==> src/sv/shunt_pkg.sv <==
// ----------------------------------------------------------------------------
// shunt_pkg: shared types and constants of the infix to postfix unit
// Token and operator codes, stack entry encoding, sequencer states and the
// packed word types of both channels.
// ----------------------------------------------------------------------------
`default_nettype none

package shunt_pkg;

  localparam int STACK_DEPTH_DEF = 16;
  localparam int VALUE_W         = 32;
  localparam int FUNC_W          = 3;
  localparam int OP_W            = 3;
  localparam int KIND_W          = 2;
  localparam int ENTRY_W         = 3;

  // token kinds on the input side
  localparam logic [FUNC_W-1:0] FN_OPERAND  = 3'd0;
  localparam logic [FUNC_W-1:0] FN_OPERATOR = 3'd1;
  localparam logic [FUNC_W-1:0] FN_OPEN     = 3'd2;
  localparam logic [FUNC_W-1:0] FN_CLOSE    = 3'd3;
  localparam logic [FUNC_W-1:0] FN_END      = 3'd4;

  // operator codes, precedence is code >> 1
  localparam logic [OP_W-1:0] OP_MINUS = 3'd0;
  localparam logic [OP_W-1:0] OP_PLUS  = 3'd1;
  localparam logic [OP_W-1:0] OP_DIV   = 3'd2;
  localparam logic [OP_W-1:0] OP_MUL   = 3'd3;
  localparam logic [OP_W-1:0] OP_POW   = 3'd4;

  // stack entry holding an open parenthesis
  localparam logic [ENTRY_W-1:0] ENTRY_PAREN = 3'd5;

  // result kinds
  localparam logic [KIND_W-1:0] KIND_OPERAND  = 2'd0;
  localparam logic [KIND_W-1:0] KIND_OPERATOR = 2'd1;
  localparam logic [KIND_W-1:0] KIND_NONE     = 2'd2;

  typedef enum logic [2:0] {
    ST_IDLE,
    ST_START,
    ST_READ,
    ST_TEST,
    ST_PUSH,
    ST_FINISH
  } state_t;

  typedef struct packed {
    logic [FUNC_W-1:0]  func;
    logic [OP_W-1:0]    op_code;
    logic [VALUE_W-1:0] operand_value;
  } item_t;

  typedef struct packed {
    logic [KIND_W-1:0]  out_kind;
    logic [OP_W-1:0]    out_op;
    logic [VALUE_W-1:0] out_value;
    logic               last;
    logic               error;
  } result_t;

endpackage

`default_nettype wire

==> src/sv/shunt_ram.sv <==
// ----------------------------------------------------------------------------
// shunt_ram: generic single-write, single-read RAM
// One write port and one read port, read data registered.
// ----------------------------------------------------------------------------
`default_nettype none

module shunt_ram #(
  parameter int WIDTH = 8,
  parameter int DEPTH = 16
) (
  input  wire logic                                    clk,
  input  wire logic                                    we,
  input  wire logic [((DEPTH > 1) ? $clog2(DEPTH) : 1)-1:0] waddr,
  input  wire logic [WIDTH-1:0]                        wdata,
  input  wire logic [((DEPTH > 1) ? $clog2(DEPTH) : 1)-1:0] raddr,
  output logic      [WIDTH-1:0]                        rdata
);

  logic [WIDTH-1:0] mem [DEPTH];

  always_ff @(posedge clk) begin
    if (we) begin
      mem[waddr] <= wdata;
    end
    rdata <= mem[raddr];
  end

endmodule

`default_nettype wire

==> src/sv/shunt_cmp.sv <==
// ----------------------------------------------------------------------------
// shunt_cmp: pop decision unit
// Decides whether the stack top leaves the stack for the token being handled.
// ----------------------------------------------------------------------------
`default_nettype none

module shunt_cmp (
  input  wire logic [shunt_pkg::FUNC_W-1:0]  func,
  input  wire logic [shunt_pkg::ENTRY_W-1:0] top_entry,
  input  wire logic [shunt_pkg::OP_W-1:0]    op_code,
  output logic                               pop
);

  logic [1:0] prec_top;
  logic [1:0] prec_in;
  logic       top_paren;

  assign prec_top  = top_entry[2:1];
  assign prec_in   = op_code[2:1];
  assign top_paren = (top_entry == shunt_pkg::ENTRY_PAREN);

  always_comb begin
    priority if (func == shunt_pkg::FN_END) begin
      pop = 1'b1;
    end else if (func == shunt_pkg::FN_CLOSE) begin
      pop = !top_paren;
    end else if (func == shunt_pkg::FN_OPERATOR) begin
      // power is right-associative, so equal precedence does not pop it
      pop = !top_paren && ((prec_top > prec_in) ||
            ((prec_top == prec_in) && (op_code != shunt_pkg::OP_POW)));
    end else begin
      pop = 1'b0;
    end
  end

endmodule

`default_nettype wire

==> src/sv/shunting_yard_infix_to_postfix_unit.sv <==
// ----------------------------------------------------------------------------
// shunting_yard_infix_to_postfix_unit: infix to postfix token converter
// Operators and open parentheses wait on a RAM stack; a small sequencer
// pops them one at a time through a shared precedence compare.
// ----------------------------------------------------------------------------
//
//   channel   signals                          word
//   input     item_valid / item_ready          item   (func, op_code, value)
//   output    result_valid / result_ready      result (kind, op, value, last, error)
//
// An accepted operand goes from START into the hold register and from FINISH
// into the output register. Every stack pop reads the top from the stack RAM
// in READ, then compares it in TEST; the registered RAM read sets this split.
// One popped word is held back until the next decision, so last is known.
// Synchronous reset empties the stack at once; no clearing pass is needed.
// A stalled output holds the sequencer; no item is taken until one is done.
//
`default_nettype none

module shunting_yard_infix_to_postfix_unit #(
  parameter int STACK_DEPTH = shunt_pkg::STACK_DEPTH_DEF
) (
  input  wire logic              clk,
  input  wire logic              rst,
  input  wire logic              item_valid,
  output logic                   item_ready,
  input  wire shunt_pkg::item_t  item,
  output logic                   result_valid,
  input  wire logic              result_ready,
  output shunt_pkg::result_t     result
);

  localparam int AW = (STACK_DEPTH > 1) ? $clog2(STACK_DEPTH) : 1;
  localparam int CW = $clog2(STACK_DEPTH + 1);
  localparam logic [CW-1:0] FULL = CW'(STACK_DEPTH);

  shunt_pkg::state_t state, state_next;
  shunt_pkg::item_t  cur;

  logic [CW-1:0] cnt;
  logic [CW-1:0] pcnt;
  logic          err;

  logic                             hold_v;
  logic [shunt_pkg::KIND_W-1:0]     hold_kind;
  logic [shunt_pkg::OP_W-1:0]       hold_op;
  logic [shunt_pkg::VALUE_W-1:0]    hold_val;

  logic [CW-1:0]                 cnt_dec;
  logic [shunt_pkg::ENTRY_W-1:0] rdata;
  logic [shunt_pkg::ENTRY_W-1:0] wdata;
  logic                          pop;
  logic                          top_paren;
  logic                          emit;
  logic                          free;
  logic                          bad_item;

  // control from the output decode
  logic we;
  logic send;
  logic send_last;
  logic load_operand;
  logic load_popped;
  logic clear_hold;
  logic cnt_up;
  logic cnt_down;
  logic pcnt_up;
  logic pcnt_down;
  logic err_init;
  logic err_full;

  assign cnt_dec   = cnt - 1'b1;
  assign top_paren = (rdata == shunt_pkg::ENTRY_PAREN);
  assign emit      = pop && !top_paren;
  assign free      = !result_valid || result_ready;
  assign wdata     = (cur.func == shunt_pkg::FN_OPEN) ? shunt_pkg::ENTRY_PAREN
                                                      : cur.op_code;
  assign bad_item  = (cur.func > shunt_pkg::FN_END) ||
                     ((cur.func == shunt_pkg::FN_OPERATOR) &&
                      (cur.op_code > shunt_pkg::OP_POW));
  assign item_ready = (state == shunt_pkg::ST_IDLE);

  shunt_ram #(
    .WIDTH (shunt_pkg::ENTRY_W),
    .DEPTH (STACK_DEPTH)
  ) u_stack (
    .clk   (clk),
    .we    (we),
    .waddr (cnt[AW-1:0]),
    .wdata (wdata),
    .raddr (cnt_dec[AW-1:0]),
    .rdata (rdata)
  );

  shunt_cmp u_cmp (
    .func      (cur.func),
    .top_entry (rdata),
    .op_code   (cur.op_code),
    .pop       (pop)
  );

  // next state
  always_comb begin
    state_next = state;
    unique case (state)
      shunt_pkg::ST_IDLE: begin
        if (item_valid) begin
          state_next = shunt_pkg::ST_START;
        end
      end
      shunt_pkg::ST_START: begin
        priority if (bad_item) begin
          state_next = shunt_pkg::ST_IDLE;
        end else if (cur.func == shunt_pkg::FN_OPERAND) begin
          state_next = shunt_pkg::ST_FINISH;
        end else if (cur.func == shunt_pkg::FN_OPEN) begin
          state_next = shunt_pkg::ST_PUSH;
        end else if (cnt == '0) begin
          state_next = (cur.func == shunt_pkg::FN_OPERATOR) ? shunt_pkg::ST_PUSH
                                                             : shunt_pkg::ST_FINISH;
        end else begin
          state_next = shunt_pkg::ST_READ;
        end
      end
      shunt_pkg::ST_READ: begin
        state_next = shunt_pkg::ST_TEST;
      end
      shunt_pkg::ST_TEST: begin
        priority if (pop) begin
          if (!(emit && hold_v && !free)) begin
            priority if (cnt_dec != '0) begin
              state_next = shunt_pkg::ST_READ;
            end else if (cur.func == shunt_pkg::FN_OPERATOR) begin
              state_next = shunt_pkg::ST_PUSH;
            end else begin
              state_next = shunt_pkg::ST_FINISH;
            end
          end
        end else if (cur.func == shunt_pkg::FN_OPERATOR) begin
          state_next = shunt_pkg::ST_PUSH;
        end else begin
          state_next = shunt_pkg::ST_FINISH;
        end
      end
      shunt_pkg::ST_PUSH: begin
        state_next = shunt_pkg::ST_FINISH;
      end
      shunt_pkg::ST_FINISH: begin
        if (!((hold_v || err) && !free)) begin
          state_next = shunt_pkg::ST_IDLE;
        end
      end
      default: begin
        state_next = shunt_pkg::ST_IDLE;
      end
    endcase
  end

  // datapath control
  always_comb begin
    we           = 1'b0;
    send         = 1'b0;
    send_last    = 1'b0;
    load_operand = 1'b0;
    load_popped  = 1'b0;
    clear_hold   = 1'b0;
    cnt_up       = 1'b0;
    cnt_down     = 1'b0;
    pcnt_up      = 1'b0;
    pcnt_down    = 1'b0;
    err_init     = 1'b0;
    err_full     = 1'b0;
    unique case (state)
      shunt_pkg::ST_START: begin
        load_operand = (cur.func == shunt_pkg::FN_OPERAND);
        // paren mismatches are known up front from the paren count
        err_init = ((cur.func == shunt_pkg::FN_CLOSE) && (pcnt == '0)) ||
                   ((cur.func == shunt_pkg::FN_END) && (pcnt != '0));
      end
      shunt_pkg::ST_TEST: begin
        if (pop) begin
          if (!(emit && hold_v && !free)) begin
            cnt_down    = 1'b1;
            pcnt_down   = top_paren;
            load_popped = emit;
            send        = emit && hold_v;
          end
        end else if (cur.func == shunt_pkg::FN_CLOSE) begin
          // matching open paren found, drop it
          cnt_down  = 1'b1;
          pcnt_down = 1'b1;
        end
      end
      shunt_pkg::ST_PUSH: begin
        if (cnt != FULL) begin
          we      = 1'b1;
          cnt_up  = 1'b1;
          pcnt_up = (cur.func == shunt_pkg::FN_OPEN);
        end else begin
          err_full = 1'b1;
        end
      end
      shunt_pkg::ST_FINISH: begin
        if ((hold_v || err) && free) begin
          send       = 1'b1;
          send_last  = 1'b1;
          clear_hold = 1'b1;
        end
      end
      default: begin
      end
    endcase
  end

  always_ff @(posedge clk) begin
    if (rst) begin
      state        <= shunt_pkg::ST_IDLE;
      cnt          <= '0;
      pcnt         <= '0;
      err          <= 1'b0;
      hold_v       <= 1'b0;
      result_valid <= 1'b0;
    end else begin
      state <= state_next;

      if (cnt_up) begin
        cnt <= cnt + 1'b1;
      end else if (cnt_down) begin
        cnt <= cnt_dec;
      end

      if (pcnt_up) begin
        pcnt <= pcnt + 1'b1;
      end else if (pcnt_down) begin
        pcnt <= pcnt - 1'b1;
      end

      if (state == shunt_pkg::ST_START) begin
        err <= err_init;
      end else if (err_full) begin
        err <= 1'b1;
      end

      if (load_operand || load_popped) begin
        hold_v <= 1'b1;
      end else if (clear_hold) begin
        hold_v <= 1'b0;
      end

      if (send) begin
        result_valid <= 1'b1;
      end else if (result_ready) begin
        result_valid <= 1'b0;
      end
    end
  end

  // payload registers
  always_ff @(posedge clk) begin
    if (item_valid && item_ready) begin
      cur <= item;
    end

    if (load_operand) begin
      hold_kind <= shunt_pkg::KIND_OPERAND;
      hold_op   <= '0;
      hold_val  <= cur.operand_value;
    end else if (load_popped) begin
      hold_kind <= shunt_pkg::KIND_OPERATOR;
      hold_op   <= rdata;
      hold_val  <= '0;
    end

    if (send) begin
      // error only word when nothing is held
      result.out_kind  <= hold_v ? hold_kind : shunt_pkg::KIND_NONE;
      result.out_op    <= hold_v ? hold_op : '0;
      result.out_value <= hold_v ? hold_val : '0;
      result.last      <= send_last;
      result.error     <= err;
    end
  end

endmodule

`default_nettype wire

==> config.mk <==
export PLATFORM = sky130hd
export DESIGN_NAME = shunting_yard_infix_to_postfix_unit
export DESIGN_NICKNAME = d
export VERILOG_FILES = /design/src/sv/shunt_pkg.sv /design/src/sv/shunt_ram.sv /design/src/sv/shunt_cmp.sv /design/src/sv/shunting_yard_infix_to_postfix_unit.sv
export SDC_FILE = /design/constraint.sdc
export NUM_CORES = 1
export LEC_CHECK = 0
export BUFFER_PORTS_ARGS = -buffer_cell sky130_fd_sc_hd__clkbuf_2
export CORE_UTILIZATION = 35
export DETAILED_ROUTE_END_ITERATION = 8
export GPL_TIMING_DRIVEN = 1
export PLACE_DENSITY_LB_ADDON = 0.05
export SLEW_MARGIN = 5
export SYNTH_ARGS = -nofsm -noshare
export SYNTH_HDL_FRONTEND = slang
export SYNTH_HIERARCHICAL = 1
export SYNTH_SLANG_ARGS = --single-unit
==> constraint.sdc <==
create_clock -name clk -period 3.9 [get_ports clk]
set_input_delay 0.195 -clock clk [delete_from_list [all_inputs] [get_ports clk]]
set_output_delay 0.195 -clock clk [all_outputs]
set_load 0.01 [all_outputs]
# [Word-level counts from Yosys, hierarchy flattened]
# Memories as Yosys holds them, arrays and structs flattened. A register that Yosys moved wholly into a read port is not among the register bits.
# Index checks and enable logic that the tools add are counted.
[op_classes] magnitude_cmp=3 mux=51 n_eq_ne=16 reduce_logical=33 add_sub_neg=4
[ops] operator="$mux 32" count=2
[ops] operator="$mux 1" count=33
[ops] operator="$mux 3" count=10
[ops] operator="$mux 5" count=4
[ops] operator="$pmux 3 s6" count=1
[ops] operator="$eq 3x2->1 const B" count=4
[ops] operator="$eq 3x3->1 const B" count=4
[ops] operator="$reduce_bool 2->1" count=6
[ops] operator="$logic_and 1x1->1" count=11
[ops] operator="$add 5x1->5 const B" count=2
[ops] operator="$logic_not 5->1" count=2
[ops] operator="$reduce_bool 5->1" count=2
[ops] operator="$sub 5x1->5 const B" count=2
[ops] operator="$eq 3x1->1 const B" count=2
[ops] operator="$gt 3x3->1 const B" count=2
[ops] operator="$logic_not 3->1" count=2
[ops] operator="$logic_or 1x1->1" count=6
[ops] operator="$ne 3x3->1 const B" count=2
[ops] operator="$ne 5x5->1 const B" count=1
[ops] operator="$ne 2x2->1 const B" count=2
[ops] operator="$logic_not 1->1" count=3
[ops] operator="$reduce_and 3->1" count=1
[ops] operator="$eq 2x2->1" count=1
[ops] operator="$gt 2x2->1" count=1
[ops] operator="$pmux 1 s2" count=1
[totals] memories=1 out_inout_bits=41 regBits=129 ramBits=48 wordCells=125
[memory_table] memory="u_stack.mem" depth=16 width=3 rd=1 rd_clocked_by_memory_dff=1 write_ports=1 line_no="shunt_ram.sv:19" text="logic [WIDTH-1:0] mem [DEPTH];"

# [Longest topological paths before layout]
[logic_depth] ltp_word=15 depth_mapped=11

# [Cells and area by module]
# Netlist, hierarchy kept.
[by_module_without_submodules] module="shunting_yard_infix_to_postfix_unit" n_inst=1 cells_per_inst=365 area_each_um2=5228.8
[by_module_without_submodules] module="shunt_ram" n_inst=1 cells_per_inst=103 area_each_um2=2011.9
[by_module_without_submodules] module="shunt_cmp" n_inst=1 cells_per_inst=13 area_each_um2=87.6

# [Least setup slack after synthesis]
# OpenSTA, ideal clock, no wires.
[synth_path] path_kind="register to register" from="reg cur[33] in the netlist's numbering" to="reg result[0] in the netlist's numbering, enable pin" arrival_time_ns=3.410 setup_slack_ns=0.055 period_less_slack_ns=3.845 required_time_ns=3.465 stages_incl_launch_ff=9 path_cell_list="edfxtp_1 > ha_1 > nor4b_1 > nand3_1 > o2111ai_1 > o21ai_1 > nand2_1 > o31a_1 > nor2_1"
[synth_between] elab_chain_len=13
[synth_rtl] item="from (decl)" line_no="shunting_yard_infix_to_postfix_unit.sv:38" text="shunt_pkg::item_t cur;"
[synth_rtl] item="from (signal assigned)" line_no="shunting_yard_infix_to_postfix_unit.sv:261" text="cur <= item;"
[synth_rtl] item="$ne 3x3->1 or $eq 2x2->1 (tied branches)" line_no="shunt_cmp.sv:30" text="((prec_top == prec_in) && (op_code != shunt_pkg::OP_POW)));"
[synth_rtl] item="$logic_and 1x1->1" line_no="shunt_cmp.sv:30"
[synth_rtl] item="$logic_or 1x1->1 (*)" line_no="shunt_cmp.sv:29" text="pop = !top_paren && ((prec_top > prec_in) ||"
[synth_rtl] item="$logic_and 1x1->1 (*)" line_no="shunt_cmp.sv:29"
[synth_rtl] item="$mux 1 (*)" line_no="shunt_cmp.sv:27" text="end else if (func == shunt_pkg::FN_OPERATOR) begin"
[synth_rtl] item="$mux 1 (*)" line_no="shunt_cmp.sv:25" text="end else if (func == shunt_pkg::FN_CLOSE) begin"
[synth_rtl] item="$mux 1 (*)" line_no="shunt_cmp.sv:23" text="priority if (func == shunt_pkg::FN_END) begin"
[synth_rtl] item="via pop" line_no="shunting_yard_infix_to_postfix_unit.sv:52" text="logic pop;"
[synth_rtl] item="$logic_and 1x1->1" line_no="shunting_yard_infix_to_postfix_unit.sv:74" text="assign emit = pop && !top_paren;"
[synth_rtl] item="$logic_and 1x1->1" line_no="shunting_yard_infix_to_postfix_unit.sv:182, shunting_yard_infix_to_postfix_unit.sv:186"
[synth_rtl] item="$logic_and 1x1->1" line_no="shunting_yard_infix_to_postfix_unit.sv:182" text="if (!(emit && hold_v && !free)) begin"
[synth_rtl] item="$mux 1" line_no="shunting_yard_infix_to_postfix_unit.sv:182"
[synth_rtl] item="$mux 1 (*)" line_no="shunting_yard_infix_to_postfix_unit.sv:181" text="if (pop) begin"
[synth_rtl] item="$pmux 1 s2 (*)" line_no="shunting_yard_infix_to_postfix_unit.sv:173" text="unique case (state)"
[synth_rtl] item="via send" line_no="shunting_yard_infix_to_postfix_unit.sv:60" text="logic send;"
[synth_rtl] item="to (decl)" line_no="shunting_yard_infix_to_postfix_unit.sv:30" text="output shunt_pkg::result_t result"
# The timed path passes the listed nets; every way through them passes the cells marked *.
# A chain may end at the register's enable or synchronous reset.

# [Worst setup path in the final report]
[layout_path] from="reg cnt[0]" to="reg pcnt[4]"
[layout_between] elab_chain_len=4
[layout_rtl] item="from (decl)" line_no="shunting_yard_infix_to_postfix_unit.sv:40" text="logic [CW-1:0] cnt;"
[layout_rtl] item="from (signal assigned)" line_no="shunting_yard_infix_to_postfix_unit.sv:227" text="cnt <= cnt + 1'b1;"
[layout_rtl] item="from (signal assigned)" line_no="shunting_yard_infix_to_postfix_unit.sv:229" text="cnt <= cnt_dec;"
[layout_rtl] item="$ne 5x5->1 (*)" line_no="shunting_yard_infix_to_postfix_unit.sv:195" text="if (cnt != FULL) begin"
[layout_rtl] item="$mux 1 (*)" line_no="shunting_yard_infix_to_postfix_unit.sv:195"
[layout_rtl] item="$mux 1 (*)" line_no="shunting_yard_infix_to_postfix_unit.sv:173"
[layout_rtl] item="$mux 5 or $reduce_bool 2->1 (tied branches)"
[layout_rtl] item="to (signal assigned)" line_no="shunting_yard_infix_to_postfix_unit.sv:233" text="pcnt <= pcnt + 1'b1;"
[layout_rtl] item="to (signal assigned)" line_no="shunting_yard_infix_to_postfix_unit.sv:235" text="pcnt <= pcnt - 1'b1;"
[layout_rtl] item="to (decl)" line_no="shunting_yard_infix_to_postfix_unit.sv:41" text="logic [CW-1:0] pcnt;"
# Every way passes the cells marked *; elsewhere a longest branch is shown, timed or not.

==> impl_metrics.env <==
export IMPL_status="finished clean"
export IMPL_cts_root_buf="clkbuf_16"
export IMPL_cts_clk_slew_worst_paths_ps=70
export IMPL_cpPeakStageDelay_ps=570
export IMPL_r2r_start="cnt[0]$_SDFFE_PP0P_"
export IMPL_r2r_setup_slack_ps=780
export IMPL_ys_seq_area_share_pct=70.6
export IMPL_synth_avg_cell_area_um2=15.2
export IMPL_hold_class="in -> reg"
export IMPL_end_kind="flop"
export IMPL_multi_input_area_um2=2030
export IMPL_avgViaCountPerCell=4.63
export IMPL_fp_dieH_um=147
export IMPL_slowest_stage="dfxtp_1"
export IMPL_final_hold_viol_count=0
export IMPL_synth_mux_area_share_pct=5.41
export IMPL_p_leak_uw=0.00324
export IMPL_gp_congestion=0.790
export IMPL_cp_arrival_ps=3430
export IMPL_grt_ovfl_total=0
export IMPL_antenna_left=0
export IMPL_first_pass_iters=4
export IMPL_final_period_utilization_pct=80.0
export IMPL_synth_edf_count=157
export IMPL_whs_endpoint="result_valid$_SDFFE_PP0P_"
export IMPL_wl_met1_um=6360
export IMPL_wl_met2_um=7010
export IMPL_path_cells="inv_1, ha_1, and4bb_2, nor2_4, nand2_1, fa_1, a21o_1, a21oi_1, nand3_1, o21ai_1, mux2_1"
export IMPL_yosys_area_share_simple_pct=15.5
export IMPL_wl_per_cell_um=15.9
export IMPL_synthTopCellsByCount="edfxtp_1 (157), and2_1 (70), nor2_1 (34), dfxtp_1 (23), nand2_1 (19)"
export IMPL_hpwl_um=9450
export IMPL_netlist_instances=481
export IMPL_ios=83
export IMPL_async_flop_share_pct=0
export IMPL_crit_required_ps=4210
export IMPL_cts_sinks=180
export IMPL_grt_pass1_wl_um=22100
export IMPL_layout_area_overhead_vs_synth_pct=22.5
export IMPL_wl_um=14200
export IMPL_core_um2=20400
export IMPL_drive_gt1_share_pct=23.3
export IMPL_synth_xor_area_share_pct=0.717
export IMPL_drv_cap=0
export IMPL_slew_headroom_pct=30.2
export IMPL_final_setup_skew_ps=15.1
export IMPL_ir_drop_v=0.000233
export IMPL_yosysUniqueCellTypes=65
export IMPL_cts_buffers=17
export IMPL_cp_max_fo=13
export IMPL_fp_dieW_um=147
export IMPL_finalSetupTns_ps=0
export IMPL_layout_nets=659
export IMPL_fillers=1847
export IMPL_synthAdderAreaFrac_pct=1.64
export IMPL_synth_ff_type="edfxtp_1"
export IMPL_ys_ff_latch=180
export IMPL_start_util_pct=36.0
export IMPL_power_uw=4080
export IMPL_tightest_slew_ps=1050
export IMPL_cp_start_kind="flop"
export IMPL_antenna_found_initial=0
export IMPL_ys_warn_count=6
export IMPL_dieArea_um2=21500
export IMPL_grt_max_degree=40
export IMPL_drc=0
export IMPL_min_period_ps=3120
export IMPL_path_class="reg -> reg"
export IMPL_drtIter0Drc=249
export IMPL_top_layer_used="met4"
export IMPL_synth_nets=532
export IMPL_r2r_end="pcnt[4]$_SDFFE_PP0P_"
export IMPL_num_rows=52
export IMPL_max_freq_mhz=320
export IMPL_rsz0062_at_grt="false"
export IMPL_synth_top_cells_by_area="edfxtp_1 (64%), dfxtp_1 (6.3%), and2_1 (6.0%), mux4_1 (2.9%), nor2_1 (1.7%)"
export IMPL_seq_area_um2=5170
export IMPL_pwr_density_cell_nw_per_um2=454
export IMPL_grt_pass1_vias=4073
export IMPL_maxSlewViolCount=0
export IMPL_hold_depth=3
export IMPL_synth_top_family_by_area="simple AND/OR/NAND/NOR gates"
export IMPL_port_buffers=82
export IMPL_cts_tree="done"
export IMPL_hp_start="result_ready"
export IMPL_dr_total_vias=4129
export IMPL_htreeDepth=4
export IMPL_yosysMostFrequentCell="edfxtp_1"
export IMPL_holdWs_ps=139
export IMPL_synth_compound_area_share_pct=4.42
export IMPL_antenna_cells=0
export IMPL_synth_area_um2=7330
export IMPL_r2r_cells=11
export IMPL_wl_met3_um=603
export IMPL_post_cts_setup_buffers=0
export IMPL_synth_top_area_cell="edfxtp_1"
export IMPL_clockBufferDepth=2
export IMPL_yosys_area_top_type_share_pct=64.3
export IMPL_clock_latency_ps=420
export IMPL_grt_usage_pct=13.7
export IMPL_finalSetupViolCount=0
per-layer routing:
layer	up-vias	GRT usage, %
met5	-	0
li1	2038	-
met1	1984	17.2
met2	96	23.0
met3	11	3.32
met4	0	4.79
flip-flops by register name (all words and copies together), names as in the netlist:
name / count
u_stack/mem: 48
result: 39
cur: 38
hold_val: 32
cnt: 5
pcnt: 5
hold_op: 3
state: 3
u_stack/rdata: 3
err: 1
hold_kind: 1
hold_v: 1
result_valid: 1
per-stage QoR:
step                std cells  utilization [%]  instance area [um^2]  worst slack [ps]
CTS                       891             44.1                  8970               792
global placement          821             39.5                  8040               894
finish                    891             44.1                  8970               780
global route              891             44.1                  8970               589
detailed placement        821             39.5                  8040               808
floorplan                 481                -                  7330              55.2
timing repair:
item / CTS / global route
hold endpoints to repair: 38 / 0
setup endpoints to repair: 0 / 0
hold buffers: 38 / 0
resized for setup: 0 / 0
placed cells by master, fill, tap and decap left out, types with 6 or more instances in the layout:
master,n
nand2_1,19
mux4_1,8
nand2b_1,9
buf_4,6
clkbuf_16,17
nor3_1,12
ha_1,8
a21oi_1,10
inv_1,8
clkbuf_2,82
and2_1,69
nor2_1,33
dlygate4sd3_1,38
mux2i_1,7
dfxtp_1,23
nand3_1,9
nor2b_1,7
edfxtp_1,157
critical path: cells and delay by family (launching register included):
kind | cells | cell delay (ps)
and+or+nand+nor | 4 | 790
adders and majority gates | 2 | 730
DFF | 1 | 570
AOI/OAI and AO/OA | 3 | 460
muxes | 1 | 340
buffers and inverters | 1 | 110
area by class of cell:
type,count,share of cell area (%)
timing repair buffer,126,9.31
inverter,9,0.376
tap,270,3.76
sequential,180,57.7
multi-input combinational,274,22.7
clock inverter,15,1.46
clock buffer,17,4.74
power by group:
| group | switching (uW) | internal (uW) | total (uW) |
|---|---|---|---|
| sequential | 38.9 | 2170 | 2200 |
| combinational | 146 | 117 | 262 |
| clock | 728 | 882 | 1610 |
logic make-up (layout without fill, tap and decap cells):
kind of cell               Yosys count  count (layout)
DFF                                180             180
xor gates and xnor gates             6               6
and+or+nand+nor                    194             194
AOI/OAI and AO/OA                   44              44
buffers and inverters               27             167
adders and majority gates            9               9
muxes                               21              21
how the worst max path moves through the flow:
stage                        start                    to  slack (ps)  cells past startpoint
3_3_place_gp   cnt[0]$_SDFFE_PP0P_  pcnt[4]$_SDFFE_PP0P_         890                     11
2_1_floorplan    cur[33]$_DFFE_PP_   result[0]$_DFFE_PP_          60                      8
4_1_cts        cnt[0]$_SDFFE_PP0P_  pcnt[4]$_SDFFE_PP0P_         790                     11
5_1_grt        cnt[1]$_SDFFE_PP0P_  pcnt[4]$_SDFFE_PP0P_         590                     11
3_5_place_dp   cnt[0]$_SDFFE_PP0P_  pcnt[4]$_SDFFE_PP0P_         810                     11
6_report       cnt[0]$_SDFFE_PP0P_  pcnt[4]$_SDFFE_PP0P_         780                     11
(Power assumes the default switching activity.)
